File: src/rtl/glyph_framebuffer_renderer_defines.svh
// ----------------------------------------------------------------------------
// Glyph framebuffer renderer: shared assertion macros
// Concurrent checks with a common clock and reset guard.
// ----------------------------------------------------------------------------
`ifndef GLYPH_FRAMEBUFFER_RENDERER_DEFINES_SVH
`define GLYPH_FRAMEBUFFER_RENDERER_DEFINES_SVH

// Same-cycle implication
`define GFR_ASSERT_IMPLY(lbl, clk, rst_n, ante, cons) \
    lbl: assert property (@(posedge clk) disable iff (!rst_n) (ante) |-> (cons)) \
        else $error("glyph renderer: same-cycle check failed");

// Next-cycle implication
`define GFR_ASSERT_NEXT(lbl, clk, rst_n, ante, cons) \
    lbl: assert property (@(posedge clk) disable iff (!rst_n) (ante) |=> (cons)) \
        else $error("glyph renderer: next-cycle check failed");

`endif

File: src/rtl/gfr_pkg.sv
// ----------------------------------------------------------------------------
// gfr_pkg
// Types, constants and the 5x7 font for the glyph framebuffer renderer.
// ----------------------------------------------------------------------------
package gfr_pkg;

    // Default screen geometry
    localparam int SCREEN_WIDTH_DEF  = 128;
    localparam int SCREEN_HEIGHT_DEF = 64;

    // Font geometry and code range
    localparam int FIRST_CODE = 32;
    localparam int LAST_CODE  = 126;
    localparam int GLYPH_COLS = 5;
    localparam int GLYPH_ROWS = 7;

    // Command codes
    localparam logic [2:0] KIND_CLEAR = 3'd0;
    localparam logic [2:0] KIND_PIXEL = 3'd1;
    localparam logic [2:0] KIND_CHAR  = 3'd2;
    localparam logic [2:0] KIND_LARGE = 3'd3;
    localparam logic [2:0] KIND_READ  = 3'd4;

    // Controller states
    typedef enum logic [2:0] {
        ST_CLEAR,
        ST_IDLE,
        ST_DRAW,
        ST_READ,
        ST_CAPT,
        ST_DONE
    } state_t;

    // Controller to datapath commands
    typedef struct packed {
        logic load;      // capture the accepted item
        logic clr_step;  // write one zero byte of the clearing sweep
        logic step;      // one read-modify-write step of a draw
        logic rd_byte;   // issue the read_byte memory read
        logic capture;   // latch the read data into the result
        logic emit;      // move the result into the output register
    } ctl_t;

    // Datapath to controller status
    typedef struct packed {
        logic [2:0] kind;      // kind of the item on offer
        logic       large_ok;  // its code lies in the font range
        logic       last_step; // current draw step is the final one
        logic       clr_last;  // sweep is at the final byte
        logic       out_free;  // output register can take a result
    } stat_t;

    // Five font columns, leftmost in the top byte; bit r is row r.
    // Codes outside the font give the '?' glyph.
    function automatic logic [39:0] glyph_bits(input logic [7:0] code);
        logic [39:0] g;
        case (code)
            8'd32:  g = 40'h0000000000;
            8'd33:  g = 40'h00005F0000;
            8'd34:  g = 40'h0007000700;
            8'd35:  g = 40'h147F147F14;
            8'd36:  g = 40'h242A7F2A12;
            8'd37:  g = 40'h2313086462;
            8'd38:  g = 40'h3649562050;
            8'd39:  g = 40'h0008070300;
            8'd40:  g = 40'h001C224100;
            8'd41:  g = 40'h0041221C00;
            8'd42:  g = 40'h2A1C7F1C2A;
            8'd43:  g = 40'h08083E0808;
            8'd44:  g = 40'h0080703000;
            8'd45:  g = 40'h0808080808;
            8'd46:  g = 40'h0000606000;
            8'd47:  g = 40'h2010080402;
            8'd48:  g = 40'h3E5149453E;
            8'd49:  g = 40'h00427F4000;
            8'd50:  g = 40'h7249494946;
            8'd51:  g = 40'h2141494D33;
            8'd52:  g = 40'h1814127F10;
            8'd53:  g = 40'h2745454539;
            8'd54:  g = 40'h3C4A494931;
            8'd55:  g = 40'h4121110907;
            8'd56:  g = 40'h3649494936;
            8'd57:  g = 40'h464949291E;
            8'd58:  g = 40'h0000140000;
            8'd59:  g = 40'h0040340000;
            8'd60:  g = 40'h0008142241;
            8'd61:  g = 40'h1414141414;
            8'd62:  g = 40'h0041221408;
            8'd63:  g = 40'h0201590906;
            8'd64:  g = 40'h3E415D594E;
            8'd65:  g = 40'h7C1211127C;
            8'd66:  g = 40'h7F49494936;
            8'd67:  g = 40'h3E41414122;
            8'd68:  g = 40'h7F4141413E;
            8'd69:  g = 40'h7F49494941;
            8'd70:  g = 40'h7F09090901;
            8'd71:  g = 40'h3E41415173;
            8'd72:  g = 40'h7F0808087F;
            8'd73:  g = 40'h00417F4100;
            8'd74:  g = 40'h2040413F01;
            8'd75:  g = 40'h7F08142241;
            8'd76:  g = 40'h7F40404040;
            8'd77:  g = 40'h7F021C027F;
            8'd78:  g = 40'h7F0408107F;
            8'd79:  g = 40'h3E4141413E;
            8'd80:  g = 40'h7F09090906;
            8'd81:  g = 40'h3E4151215E;
            8'd82:  g = 40'h7F09192946;
            8'd83:  g = 40'h2649494932;
            8'd84:  g = 40'h03017F0103;
            8'd85:  g = 40'h3F4040403F;
            8'd86:  g = 40'h1F2040201F;
            8'd87:  g = 40'h3F4038403F;
            8'd88:  g = 40'h6314081463;
            8'd89:  g = 40'h0304780403;
            8'd90:  g = 40'h6159494D43;
            8'd91:  g = 40'h007F414141;
            8'd92:  g = 40'h0204081020;
            8'd93:  g = 40'h004141417F;
            8'd94:  g = 40'h0402010204;
            8'd95:  g = 40'h4040404040;
            8'd96:  g = 40'h0003070800;
            8'd97:  g = 40'h2054547840;
            8'd98:  g = 40'h7F28444438;
            8'd99:  g = 40'h3844444428;
            8'd100: g = 40'h384444287F;
            8'd101: g = 40'h3854545418;
            8'd102: g = 40'h00087E0902;
            8'd103: g = 40'h18A4A49C78;
            8'd104: g = 40'h7F08040478;
            8'd105: g = 40'h00447D4000;
            8'd106: g = 40'h2040403D00;
            8'd107: g = 40'h7F10284400;
            8'd108: g = 40'h00417F4000;
            8'd109: g = 40'h7C04780478;
            8'd110: g = 40'h7C08040478;
            8'd111: g = 40'h3844444438;
            8'd112: g = 40'hFC18242418;
            8'd113: g = 40'h18242418FC;
            8'd114: g = 40'h7C08040408;
            8'd115: g = 40'h4854545424;
            8'd116: g = 40'h04043F4424;
            8'd117: g = 40'h3C4040207C;
            8'd118: g = 40'h1C2040201C;
            8'd119: g = 40'h3C4030403C;
            8'd120: g = 40'h4428102844;
            8'd121: g = 40'h4C9090907C;
            8'd122: g = 40'h4464544C44;
            8'd123: g = 40'h0008364100;
            8'd124: g = 40'h0000770000;
            8'd125: g = 40'h0041360800;
            8'd126: g = 40'h0201020402;
            default: g = 40'h0201590906;
        endcase
        return g;
    endfunction

endpackage

File: src/rtl/gfr_ctrl.sv
// ----------------------------------------------------------------------------
// gfr_ctrl
// Command sequencer: accepts items, steps the datapath through clear,
// draw and read, and hands each result to the output register.
// ----------------------------------------------------------------------------
module gfr_ctrl (
    input  logic           clk,
    input  logic           rst_n,
    input  logic           in_valid,
    output logic           in_ready,
    input  gfr_pkg::stat_t stat,
    output gfr_pkg::ctl_t  ctl
);
    import gfr_pkg::*;

    state_t state_reg;
    state_t state_next;
    logic   clr_cmd_reg;   // sweep was started by a clear item
    logic   clr_cmd_next;

    // State register; reset starts the clearing sweep
    always_ff @(posedge clk or negedge rst_n)
    begin
        if (!rst_n)
        begin
            state_reg   <= ST_CLEAR;
            clr_cmd_reg <= 1'b0;
        end
        else
        begin
            state_reg   <= state_next;
            clr_cmd_reg <= clr_cmd_next;
        end
    end

    // Next state and commands
    always_comb
    begin
        state_next   = state_reg;
        clr_cmd_next = clr_cmd_reg;
        ctl          = '0;
        in_ready     = 1'b0;
        case (state_reg)
            ST_CLEAR:
            begin
                ctl.clr_step = 1'b1;
                if (stat.clr_last)
                begin
                    state_next   = clr_cmd_reg ? ST_DONE : ST_IDLE;
                    clr_cmd_next = 1'b0;
                end
            end
            ST_IDLE:
            begin
                in_ready = 1'b1;
                if (in_valid)
                begin
                    ctl.load = 1'b1;
                    case (stat.kind)
                        KIND_CLEAR:
                        begin
                            state_next   = ST_CLEAR;
                            clr_cmd_next = 1'b1;
                        end
                        KIND_PIXEL: state_next = ST_DRAW;
                        KIND_CHAR:  state_next = ST_DRAW;
                        KIND_LARGE: state_next = stat.large_ok ? ST_DRAW : ST_DONE;
                        KIND_READ:  state_next = ST_READ;
                        default:    state_next = ST_DONE;
                    endcase
                end
            end
            ST_DRAW:
            begin
                ctl.step = 1'b1;
                if (stat.last_step)
                begin
                    state_next = ST_DONE;
                end
            end
            ST_READ:
            begin
                ctl.rd_byte = 1'b1;
                state_next  = ST_CAPT;
            end
            ST_CAPT:
            begin
                ctl.capture = 1'b1;
                state_next  = ST_DONE;
            end
            ST_DONE:
            begin
                if (stat.out_free)
                begin
                    ctl.emit   = 1'b1;
                    state_next = ST_IDLE;
                end
            end
            default:
            begin
                state_next = ST_IDLE;
            end
        endcase
    end

endmodule

File: config.mk
export PLATFORM = sky130hd
export DESIGN_NAME = gfr_ctrl
export DESIGN_NICKNAME = d
export VERILOG_FILES = /design/src/rtl/glyph_framebuffer_renderer_defines.svh /design/src/rtl/gfr_pkg.sv /design/src/rtl/gfr_ctrl.sv
export SDC_FILE = /design/constraint.sdc
export NUM_CORES = 1
export LEC_CHECK = 0
export ABC_AREA = 1
export BUFFER_PORTS_ARGS = -buffer_cell sky130_fd_sc_hd__buf_4
export CAP_MARGIN = 15
export CORE_AREA = 8 8 45 47
export DETAILED_ROUTE_END_ITERATION = 16
export DIE_AREA = 0 0 53 55
export PLACE_DENSITY_LB_ADDON = 0.2
export SLEW_MARGIN = 10
export SYNTH_ARGS = -nofsm -noshare
export SYNTH_HDL_FRONTEND = slang
export SYNTH_SLANG_ARGS = --single-unit
File: constraint.sdc
create_clock -name clk -period 1.1 [get_ports clk]
set_input_delay 0.055 -clock clk [delete_from_list [all_inputs] [get_ports clk]]
set_output_delay 0.055 -clock clk [all_outputs]
set_load 0.05 [all_outputs]
==> results.py <==
metrics = {
    "placed_design": {
        "gp_congestion": 0.806,
        "hpwlAfterDp_um": 917,
        "post-place-cells": 99,
        "io_buffers": 16,
    },
    "yosys": {
        "synth_flop_cell": "dfrtp_1",
        "yosys.area.top_type": "dfrtp_1",
        "yosysTopAreaCellShare_pct": 27.1,
        "yosys-top-cells-count": "nand2_1 (16), nor2_1 (13), inv_1 (12)",
        "yosys.cell_count.top_type": "nand2_1",
        "synth_area_um2": 369,
        "syn_inst": 64,
        "synth-edff-count": 0,
        "yosysWarnings": 0,
        "synth_area_leaders": "dfrtp_1 (27%), nand2_1 (16%), nor2_1 (13%)",
        "ys_seq_area_share_pct": 27.1,
        "syn_area_per_cell_um2": 5.77,
        "ys_ff_latch": 4,
        "synth_cell_type_count": 16,
        "async_flop_share_pct": 100,
        "synth_nets": 74,
    },
    "timing": {
        "period_share_pct": 112,
        "timing_worst_slew_pin_value_ps": 208,
        "slew_viol_final": 0,
        "timing_hold_violations_final": 0,
        "finalSetupViolCount": 11,
        "rsz0062_at_grt": "yes",
        "fmax_mhz": 810,
        "min_period_ps": 1230,
        "finalSetupTns_ps": -1020,
        "finClkSkew_ps": 2.52,
        "slew_headroom_pct": 86.0,
        "fin_ws_ps": -134,
    },
    "die": {
        "start_util_pct": 26.7,
        "die_h_um": 55,
        "fp.dieW_um": 53,
        "rows": 14,
        "core_um2": 1380,
        "io_pins": 17,
        "dieArea_um2": 2920,
    },
    "clock_network": {
        "cts_sinks": 4,
        "clk_path_buf_depth": 2,
        "cts_made_buffers": 3,
        "htreeDepth": 1,
        "clk_pin_slew_worst_paths_ps": 40,
        "clk_latency_ps": 230,
        "cts_tree": "yes",
        "cts-root-buf": "clkbuf_4",
    },
    "power": {
        "pwr-share-seq_pct": 14.1,
        "p_int_uw": 1070,
        "cellLeakagePower_uw": 0.000390,
        "switching_share_pct": 51.9,
        "p_sw_uw": 1150,
        "combPwrFrac_pct": 77.9,
        "vdd_ir_drop_max_v": 0.00161,
        "p_per_area_nw_per_um2": 3070,
        "clkPwrFrac_pct": 7.9,
    },
    "outcome": {
        "violations": "negative setup slack",
        "run_status": "finished, violations left",
    },
    "routing": {
        "ant_nets": 0,
        "via_count": 484,
        "drc": 0,
        "routedWlPerCell_um": 10.4,
        "wirelength_um": 1130,
        "routed_via_density": 4.44,
        "drt-initial-drc-count": 3,
        "drt-pass1-iter-count": 4,
    },
    "setup_path": {
        "crit_path_end_kind": "output port",
        "critical_path_class": "flip-flop to output port",
        "worstPathCellList": "inv_4 -> nor4_4 -> buf_6",
        "worst_ep_arrival_time_ps": 1180,
        "critical_path_required_ps": 1040,
        "r2r_setup_slack_ps": -100,
        "critPathMaxFanout": 6,
        "max_stage_delay_ps": 420,
        "crit_slowest_cell": "dfrtp_2",
        "startpoint_type": "flip-flop",
    },
    "final_layout": {
        "nets": 105,
        "largest_register_ff_count": 3,
        "syn2layout_area_growth_pct": 96.3,
        "antennaDiodeCount": 0,
        "stdcell_count": 109,
        "nFillCells": 145,
        "layout-drive-gt1-share_pct": 49.5,
    },
    "global_routing": {
        "grt_first_pass_wirelength_um": 1970,
        "antenna_found_initial": 0,
        "grt_pass1_vias": 516,
        "grtUsageTotal_pct": 9.14,
        "overflow": 0,
        "grt_max_degree": 7,
    },
    "flow_run": {
        "cap_violations": 0,
    },
    "worst_hold_path": {
        "hp-class": "input pin to flip-flop",
    },
}
-- critical path, delay by kind of cell (launching register included) --
family	cells	cell delay, ps
buffers and inverters	2	260
DFF	1	420
and+or+nand+nor	1	260
-- worst paths after layout --
kind | cells after the start | to | from
max | 3 | ctl[0] | state_reg[2]
min | 3 | clr_cmd_reg | in_valid
max reg2reg | 7 | state_reg[2] | state_reg[0]
min reg2reg | 2 | clr_cmd_reg | clr_cmd_reg
max in group asynchronous | 2 | state_reg[0] | rst_n
min in group asynchronous | 2 | clr_cmd_reg | rst_n
-- cell families after synthesis --
group	Yosys count	synth area share, %
compound gates	4	5.42
buf+inv	14	14.2
flops	4	27.1
simple gates	42	53.2
-- metrics by stage --
step	worst slack, ps	instance area, µm²	hold slack [ps]	util (%)	power [µW]
after floorplan	-129	400	-241	-	1220
after global placement	-17.0	563	-145	40.7	1580
after detailed placement	-32.6	563	-143	40.7	1590
after CTS	-174	681	95.4	49.2	2100
after global routing	-183	724	93.2	52.4	2390
final	-134	724	91.7	52.4	2230
-- power groups by stage --
stage	Combinational [µW]	Sequential, µW	Clock [µW]
global placement	1290	288	0
CTS	1620	297	183
floorplan	933	287	0
global route	1860	320	205
detailed placement	1300	287	0
finish	1730	314	177
-- placed cells by master (no fill, tap or decap), types with 2 or more instances in the layout --
| cell | count |
|---|---|
| buf_4 | 17 |
| nand2_1 | 16 |
| inv_1 | 10 |
| nor2_1 | 9 |
| buf_6 | 6 |
| nor2_4 | 4 |
| nand4_1 | 3 |
| clkbuf_4 | 3 |
| inv_4 | 2 |
| nand2_4 | 2 |
| nor2_2 | 2 |
| nand3_1 | 2 |
| dfrtp_1 | 2 |
| buf_8 | 2 |
| dfrtp_2 | 2 |
-- cell type report --
class,instances,area (µm²),area share [%]
clock buffer,3,22.5,3.11
timing repair buffer,26,235,32.5
inverter,14,61.3,8.46
multi-input combinational,46,283,39.0
sequential,4,103,14.2
tap,16,20.0,2.76
-- layer usage --
layer	share of wire [%]	wire, µm	global-route usage, %	vias up
li1	-	-	-	256
met1	39	446	8.38	215
met2	51	573	16.2	11
met3	8.2	93	2.94	2
met4	1.9	21	7.76	0
met5	0	0	0	-
-- timing repair --
action,CTS,global route
setup endpoints to repair,10,11
hold buffers,1,0
hold endpoints to repair,4,0
buffers inserted,5,1
pin swaps,3,2
gates resized for setup,14,9
Note: power is estimated with default switching activity, not from simulation.
